## src/ddo_pkg.sv

```systemverilog
// Shared types, constants and tables for the differential-drive odometry block.
`timescale 1ns / 1ps
`default_nettype none
package ddo_pkg;

	localparam logic [31:0] KANG        = 32'd2867080570;
	localparam logic [33:0] CORDIC_GAIN = 34'd652032874;
	localparam logic [19:0] USEC_DIV    = 20'd1000000;
	localparam logic [18:0] USEC_HALF   = 19'd500000;
	localparam logic [31:0] USEC_RECIP  = 32'd2251799813;
	localparam logic [63:0] USEC_CLAMP  = 64'd4294967297000000;
	localparam logic [5:0]  DIV_LAST_STEP = 6'd4;

	typedef enum logic [3:0] {
		OP_NONE,
		OP_LOAD,
		OP_SPEED,
		OP_YAW,
		OP_PROD,
		OP_ANGLE,
		OP_DIV_STEP,
		OP_CORDIC_INIT,
		OP_CORDIC_STEP,
		OP_PROJ_X,
		OP_PROJ_Y,
		OP_COMMIT,
		OP_RESTART
	} ddo_op_t;

	typedef struct packed {
		ddo_op_t    op;
		logic [5:0] step;
	} ddo_cmd_t;

	localparam logic [0:0] REG_WHEEL_RADIUS    = 1'd0;
	localparam logic [0:0] REG_INV_AXLE_LENGTH = 1'd1;

	function automatic logic [31:0] atan_unit(input logic [4:0] i);
		logic [31:0] r;
		unique case (i)
			5'd0:  r = 32'h20000000;
			5'd1:  r = 32'h12E4051E;
			5'd2:  r = 32'h09FB385B;
			5'd3:  r = 32'h051111D4;
			5'd4:  r = 32'h028B0D43;
			5'd5:  r = 32'h0145D7E1;
			5'd6:  r = 32'h00A2F61E;
			5'd7:  r = 32'h00517C55;
			5'd8:  r = 32'h0028BE53;
			5'd9:  r = 32'h00145F2F;
			5'd10: r = 32'h000A2F98;
			5'd11: r = 32'h000517CC;
			5'd12: r = 32'h00028BE6;
			5'd13: r = 32'h000145F3;
			5'd14: r = 32'h0000A2FA;
			5'd15: r = 32'h0000517D;
			5'd16: r = 32'h000028BE;
			5'd17: r = 32'h0000145F;
			5'd18: r = 32'h00000A30;
			5'd19: r = 32'h00000518;
			5'd20: r = 32'h0000028C;
			5'd21: r = 32'h00000146;
			5'd22: r = 32'h000000A3;
			5'd23: r = 32'h00000051;
			5'd24: r = 32'h00000029;
			5'd25: r = 32'h00000014;
			5'd26: r = 32'h0000000A;
			5'd27: r = 32'h00000005;
			5'd28: r = 32'h00000003;
			5'd29: r = 32'h00000001;
			5'd30: r = 32'h00000001;
			default: r = 32'h00000000;
		endcase
		return r;
	endfunction

endpackage
`default_nettype wire

```

## src/ddo_ctrl.sv

```systemverilog
// Sequencer that steps the odometry datapath through one transfer.
`timescale 1ns / 1ps
`default_nettype none
module ddo_ctrl #(
	parameter int CORDIC_STEPS = 20
) (
	input  wire                  clk,
	input  wire                  arst_n,
	input  wire                  in_fire,
	input  wire                  restart_in,
	input  wire                  out_free,
	output ddo_pkg::ddo_cmd_t    cmd,
	output logic                 busy
);
	import ddo_pkg::*;

	typedef enum logic [3:0] {
		S_IDLE, S_SPEED, S_YAW, S_PROD, S_ANGLE, S_DIV, S_CINIT, S_CSTEP,
		S_PX, S_PY, S_WAIT
	} state_t;

	state_t     state_q;
	logic [5:0] step_q;
	logic       rst_item_q;

	always_comb begin
		cmd.step = step_q;
		unique case (state_q)
			S_IDLE:  cmd.op = in_fire ? OP_LOAD : OP_NONE;
			S_SPEED: cmd.op = OP_SPEED;
			S_YAW:   cmd.op = OP_YAW;
			S_PROD:  cmd.op = OP_PROD;
			S_ANGLE: cmd.op = OP_ANGLE;
			S_DIV:   cmd.op = OP_DIV_STEP;
			S_CINIT: cmd.op = OP_CORDIC_INIT;
			S_CSTEP: cmd.op = OP_CORDIC_STEP;
			S_PX:    cmd.op = OP_PROJ_X;
			S_PY:    cmd.op = OP_PROJ_Y;
			S_WAIT:  cmd.op = out_free ? (rst_item_q ? OP_RESTART : OP_COMMIT) : OP_NONE;
			default: cmd.op = OP_NONE;
		endcase
	end

	assign busy = (state_q != S_IDLE);

	always_ff @(posedge clk or negedge arst_n) begin
		if (!arst_n) begin
			state_q    <= S_IDLE;
			step_q     <= '0;
			rst_item_q <= 1'b0;
		end else begin
			unique case (state_q)
				S_IDLE: if (in_fire) begin
					rst_item_q <= restart_in;
					state_q    <= restart_in ? S_WAIT : S_SPEED;
				end
				S_SPEED: state_q <= S_YAW;
				S_YAW:   state_q <= S_PROD;
				S_PROD:  state_q <= S_ANGLE;
				S_ANGLE: begin
					state_q <= S_DIV;
					step_q  <= '0;
				end
				S_DIV: begin
					if (step_q == DIV_LAST_STEP) begin
						state_q <= S_CINIT;
						step_q  <= '0;
					end else step_q <= step_q + 6'd1;
				end
				S_CINIT: state_q <= S_CSTEP;
				S_CSTEP: begin
					if (step_q == 6'(CORDIC_STEPS - 1)) begin
						state_q <= S_PX;
						step_q  <= '0;
					end else step_q <= step_q + 6'd1;
				end
				S_PX: state_q <= S_PY;
				S_PY: state_q <= S_WAIT;
				S_WAIT: if (out_free) state_q <= S_IDLE;
				default: state_q <= S_IDLE;
			endcase
		end
	end
endmodule
`default_nettype wire

```

## config.mk

```make
export PLATFORM = sky130hd
export DESIGN_NAME = ddo_ctrl
export DESIGN_NICKNAME = d
export VERILOG_FILES = /design/src/ddo_pkg.sv /design/src/ddo_ctrl.sv
export SDC_FILE = /design/constraint.sdc
export NUM_CORES = 1
export LEC_CHECK = 0
export ABC_AREA = 1
export BUFFER_PORTS_ARGS = -buffer_cell sky130_fd_sc_hd__buf_2
export CAP_MARGIN = 25
export CELL_PAD_IN_SITES_DETAIL_PLACEMENT = 0
export CELL_PAD_IN_SITES_GLOBAL_PLACEMENT = 1
export CORE_MARGIN = 5
export CORE_UTILIZATION = 37
export CTS_CLUSTER_SIZE = 20
export DETAILED_ROUTE_END_ITERATION = 7
export PLACE_DENSITY_LB_ADDON = 0.2
export SETUP_SLACK_MARGIN = 0.2
export SLEW_MARGIN = 30
export SYNTH_ARGS = -nofsm -noshare
export SYNTH_HDL_FRONTEND = slang
export SYNTH_SLANG_ARGS = --single-unit
export TNS_END_PERCENT = 100
```

## constraint.sdc

```tcl
create_clock -name clk -period 1.5 [get_ports clk]
set_input_delay 0.3 -clock clk [delete_from_list [all_inputs] [get_ports clk]]
set_output_delay 0.3 -clock clk [all_outputs]
set_load 0.03 [all_outputs]
```

==> impl_metrics.toml, run 1 <==
[pwr]
pwr-share-seq_pct = 22.7
clockPowerShare_pct = 8.6
power_frac_comb_pct = 68.7
internal_power_mw = 1.15
max-vdd-ir-drop_uv = 1390
p_leak_nw = 0.517
switchingPower_mw = 1.24
sw_frac_of_total_pct = 52.0
p_per_area_mw_per_mm2 = 2250
total_power_mw = 2.39

[clock_tree]
path_clk_slew_ps = 70
clock_latency_ps = 270
root_buffer = "clkbuf_4"
cts_buffers = 3
cts_sinks = 11
cts.path.max_buffers = 2
h-tree-depth = 1
cts_tree = "done"

[setup_path]
worst_setup_path_start_kind = "flip-flop"
r2r_cells = 9
cp.required_ps = 1200
crit_arrival_ps = 1390
end_kind = "output port"
critical_path_class = "flip-flop to output port"
path_max_fanout = 6

[logic_synthesis]
avgSynthCellArea_um2 = 7.16
synth_area_um2 = 752
yosys_register_bits = 11
yosysWarnings = 0
ys_async_sr_fraction_pct = 100
synth_edf_count = 0
synth_cell_types = 20
synthesis.nets = 112
synth-main-ff-cell = "dfrtp_1"
yosysSeqAreaShare_pct = 36.6
synth_cells = 105

[floorplan]
fp.coreArea_mm2 = 0.00194
fp.dieArea_mm2 = 0.00303
die_y_um = 55.1
die_x_um = 55.1
io_pins = 16
floorplan.initialDensity_pct = 38.7
placementRows = 16

[global_routing]
antenna_found_initial = 0
grt_pass1_vias = 771
globalRouteTotalUtil_pct = 16.0
grt_overflow = 0
grt_max_degree = 12
grt_pass1_wl_um = 3410

[sta]
clock_skew_ps = 2.89
hold_viol = 0
maxSlewViolCount = 0
rsz0062_at_grt = "yes"
worst_pin_slew_ps = 254
fin_crit_ps = 1690
max_slew_margin_pct = 83.1
setup_slack_ps = -189
min_period_over_period_pct = 113
setup_viol = 5
fmax_ghz = 0.592
fin_setup_tns_ps = -647

[final_layout]
utilization_pct = 54.8
n_antenna_cell = 0
drive_gt1_share_pct = 48.1
syn_to_final_growth_pct = 41.4
final_common_cell = "nand2_1"
final_cell_mix = "23 x nand2_1, 10 x buf_2, 9 x inv_1, 8 x nand3_1, 7 x nor2_1"
fin_nets = 139

[placed_design]
portBuffers = 15
routabilityCongestion = 0.763
dp_hpwl_um = 1380

[detailed_routing]
wirelength_um = 1830
ant_nets = 0
routedWlPerCell_um = 11.6
drt_iter0_drc = 3
post-route-drc-count = 0
dr_total_vias = 748
viasPerCell = 4.73
firstDrtPassIters = 4

[status]
status = "complete, but fails checks"
violations = "setup timing"

[hold_path]
min_path_type = "primary input to flip-flop"
hold-path-cell-count = 3

[job]
maxCapViolations = 0
## worst paths after layout
check	start	endpoint	slack (ps)
worst max-delay path	state_q[3]$_DFFE_PN0P_	cmd[6]	-190
worst max register to register	state_q[2]$_DFFE_PN0P_	state_q[1]$_DFFE_PN0P_	200
max in group asynchronous	arst_n	step_q[3]$_DFFE_PN0P_	850
min in group asynchronous	arst_n	rst_item_q$_DFFE_PN0P_	420
worst min-delay path	restart_in	rst_item_q$_DFFE_PN0P_	270
worst min register to register	rst_item_q$_DFFE_PN0P_	rst_item_q$_DFFE_PN0P_	580
## power groups by stage
stage | clock (mW) | combinational, mW | sequential [mW]
2_1_floorplan | 0 | 0.947 | 0.596
3_3_place_gp | 0 | 1.34 | 0.531
3_5_place_dp | 0 | 1.34 | 0.535
4_1_cts | 0.212 | 1.58 | 0.530
5_1_grt | 0.227 | 1.82 | 0.564
6_report | 0.206 | 1.64 | 0.544
## registers in the layout, summed over array words and instances, names as in the netlist
signal	cells
step_q	6
rst_item_q	1
state_q	4
## cell usage after synthesis, types with 3 or more instances
cell type | n | area share (%)
dfrtp_1 | 11 | 37
inv_1 | 12 | 6.0
inv_2 | 3 | 1.5
nand2_1 | 26 | 13
nand2_2 | 4 | 3.3
nand3_1 | 10 | 6.7
nor2_1 | 11 | 5.5
nor2_2 | 4 | 3.3
o21ai_0 | 4 | 2.7
o21ai_1 | 3 | 2.0
o21ai_2 | 4 | 4.7
## layer usage
metal	track usage, %	vias up	share of wire, %
li1	-	384	-
met1	18.2	340	42
met2	28.3	20	51
met3	3.22	4	5.7
met4	7.29	0	1.5
met5	0	-	0
## kinds of logic (layout without fill, tap and decap cells)
family | after synthesis | in the layout | share of synthesized area, %
DFF | 11 | 11 | 36.6
buffers and inverters | 16 | 42 | 8.32
xor gates and xnor gates | 4 | 4 | 4.66
and+or+nand+nor | 57 | 57 | 34.3
AOI/OAI and AO/OA | 15 | 15 | 12.8
adders and majority gates | 2 | 2 | 3.33
## worst max-delay path, cell delays in order, from the launching register on
cell	delay [ps]
dfrtp_2	450
inv_1	100
nand2_4	90
a21oi_2	190
nand3b_1	150
buf_6	140
## layout make-up
type,count,area (um2)
fill,204,878
multi-input combinational,78,493
sequential,11,283
timing repair buffer,22,165
inverter,16,62.6
tap,27,33.8
clock buffer,4,26.3
## repair_timing
item                                   CTS  global route
buffers inserted                         4             0
hold buffers                             1             0
setup endpoints to repair                5            16
endpoints found under the hold margin   11             0
resized for setup                       19            14
pin swaps                                8             4
## stage by stage
stage | setup WS [ps] | instances | hold slack (ps) | cell area [um2]
floorplan | 94.2 | 105 | 4.41 | 778
global placement | 18.9 | 149 | 187 | 902
detailed placement | 1.67 | 149 | 189 | 902
CTS | -165 | 158 | 267 | 1030
global route | -255 | 158 | 294 | 1060
finish | -189 | 158 | 266 | 1060
Note: power is estimated with default switching activity, not from simulation.
==> inputs of run 2 (changes only) <==
Settings changed: RECOVER_POWER set to 100.
==> impl_metrics.toml, run 2 (synthesis results as in run 1) <==
[detailed_routing]
routedWlPerCell_um = 11.6
firstDrtPassIters = 4
dr_total_vias = 749
drt_iter0_drc = 3
post-route-drc-count = 0
viasPerCell = 4.74
ant_nets = 0
wirelength_um = 1830

[hold_path]
hold-path-cell-count = 3
min_path_type = "primary input to flip-flop"
min_from = "restart_in"
min_to = "rst_item_q$_DFFE_PN0P_"

[sta]
setup_slack_ps = -189
rsz0062_at_grt = "yes"
whs_ps = 266
maxSlewViolCount = 0
fin_crit_ps = 1690
min_period_over_period_pct = 113
clock_skew_ps = 2.89
worst_pin_slew_ps = 605
fmax_ghz = 0.592
setup_viol = 5
hold_viol = 0
fin_setup_tns_ps = -647
max_slew_margin_pct = 59.7

[global_routing]
antenna_found_initial = 0
grt_pass1_wl_um = 3410
globalRouteTotalUtil_pct = 16.0
grt_max_degree = 12
grt_pass1_vias = 771
grt_overflow = 0

[final_layout]
largest_reg_flops = 6
n_antenna_cell = 0
fin_nets = 139
drive_gt1_share_pct = 47.3
top_regs = "step_q (6), state_q (4), rst_item_q (1)"
final_common_cell = "nand2_1"
utilization_pct = 54.7
syn_to_final_growth_pct = 41.3
largest_register = "step_q"
final_cell_mix = "23 x nand2_1, 9 x inv_1, 9 x buf_2, 8 x nand3_1, 7 x nor2_1"

[floorplan]
die_x_um = 55.1
io_pins = 16
floorplan.initialDensity_pct = 38.7
placementRows = 16
die_y_um = 55.1
fp.coreArea_mm2 = 0.00194
fp.dieArea_mm2 = 0.00303

[placed_design]
portBuffers = 15
dpl_worst_slack_ps = 1.67
routabilityCongestion = 0.763
dp_hpwl_um = 1380

[clock_tree]
cts_sinks = 11
cts_tree = "done"
cts_buffers = 3
cts.path.max_buffers = 2
root_buffer = "clkbuf_4"
clock_latency_ps = 270
h-tree-depth = 1
path_clk_slew_ps = 70

[status]
status = "complete, but fails checks"
violations = "setup timing"

[setup_path]
r2r_cells = 9
cpLargestDelayFamily = "flip-flops"
cp.required_ps = 1200
path_max_fanout = 6
crit_arrival_ps = 1390
worst-r2r-setup-slack_ps = 200
cp_slowest_cell = "dfrtp_2"
cpPeakStageDelay_ps = 450
worst_setup_path_start_kind = "flip-flop"
cp.buffers_inverters = 2
timing.rr.start = "state_q[2]$_DFFE_PN0P_"
end_kind = "output port"
critical_path_class = "flip-flop to output port"
rr_endpoint = "state_q[1]$_DFFE_PN0P_"
cp_cell_sequence = "inv_1 -> nand2_4 -> a21oi_2 -> nand3b_1 -> buf_6"

[pwr]
power_frac_comb_pct = 68.7
switchingPower_mw = 1.24
max-vdd-ir-drop_uv = 1390
p_per_area_mw_per_mm2 = 2250
clockPowerShare_pct = 8.6
sw_frac_of_total_pct = 52.0
pwr-share-seq_pct = 22.7
p_leak_nw = 0.514
internal_power_mw = 1.15

[job]
maxCapViolations = 0
-- run 2: worst max path at each step --
stage / endpoint / start / slack, ps / cells past startpoint
after floorplan: cmd[6] / state_q[3]$_DFFE_PN0P_ / 90 / 5
after global placement: cmd[6] / state_q[0]$_DFFE_PN0P_ / 20 / 6
after detailed placement: cmd[6] / state_q[0]$_DFFE_PN0P_ / 2 / 6
after CTS: cmd[6] / state_q[2]$_DFFE_PN0P_ / -160 / 6
after global routing: cmd[8] / state_q[2]$_DFFE_PN0P_ / -260 / 6
final: cmd[6] / state_q[3]$_DFFE_PN0P_ / -190 / 5
-- run 2: area by class of cell --
| cell class | count | area (um2) |
|---|---|---|
| inverter | 16 | 62.6 |
| timing repair buffer | 22 | 164 |
| tap | 27 | 33.8 |
| sequential | 11 | 283 |
| clock buffer | 4 | 26.3 |
| fill | 205 | 880 |
| multi-input combinational | 78 | 493 |
-- run 2: what timing repair did --
item                                    in CTS  in global routing
hold buffers                                 1                  0
hold endpoints to repair                    11                  0
setup buffers                                4                  0
gates resized for setup                     19                 14
pin swaps                                    8                  4
endpoints found under the setup margin       5                 16
-- run 2: power groups by stage --
| stage | combinational [mW] | sequential, mW | clock (mW) |
|---|---|---|---|
| floorplan | 0.947 | 0.596 | 0 |
| CTS | 1.58 | 0.530 | 0.212 |
| global route | 1.82 | 0.564 | 0.227 |
| global placement | 1.34 | 0.531 | 0 |
| detailed placement | 1.34 | 0.535 | 0 |
| finish | 1.64 | 0.543 | 0.206 |
-- run 2: layer usage --
metal / GRT usage [%] / wire (um) / vias to the layer above
met5: 0 / 0 / -
met4: 7.29 / 27 / 0
met3: 3.22 / 105 / 4
met2: 28.3 / 937 / 20
met1: 18.2 / 760 / 341
li1: - / - / 384
-- run 2: stage by stage --
stage                     area [um2]  std cells  power (mW)
final                           1060        158        2.39
after global placement           902        149        1.87
after detailed placement         902        149        1.88
after floorplan                  778        105        1.54
after global routing            1060        158        2.61
after CTS                       1030        158        2.32
-- run 2: worst register-to-register path, cell delays in order (launching register included) --
cell,delay (ps)
dfrtp_2,460
nor2_4,170
nand2_4,80
buf_6,130
inv_2,50
nand2_2,50
nand2_4,90
nor2_4,50
nand2_1,60
nand2_1,50
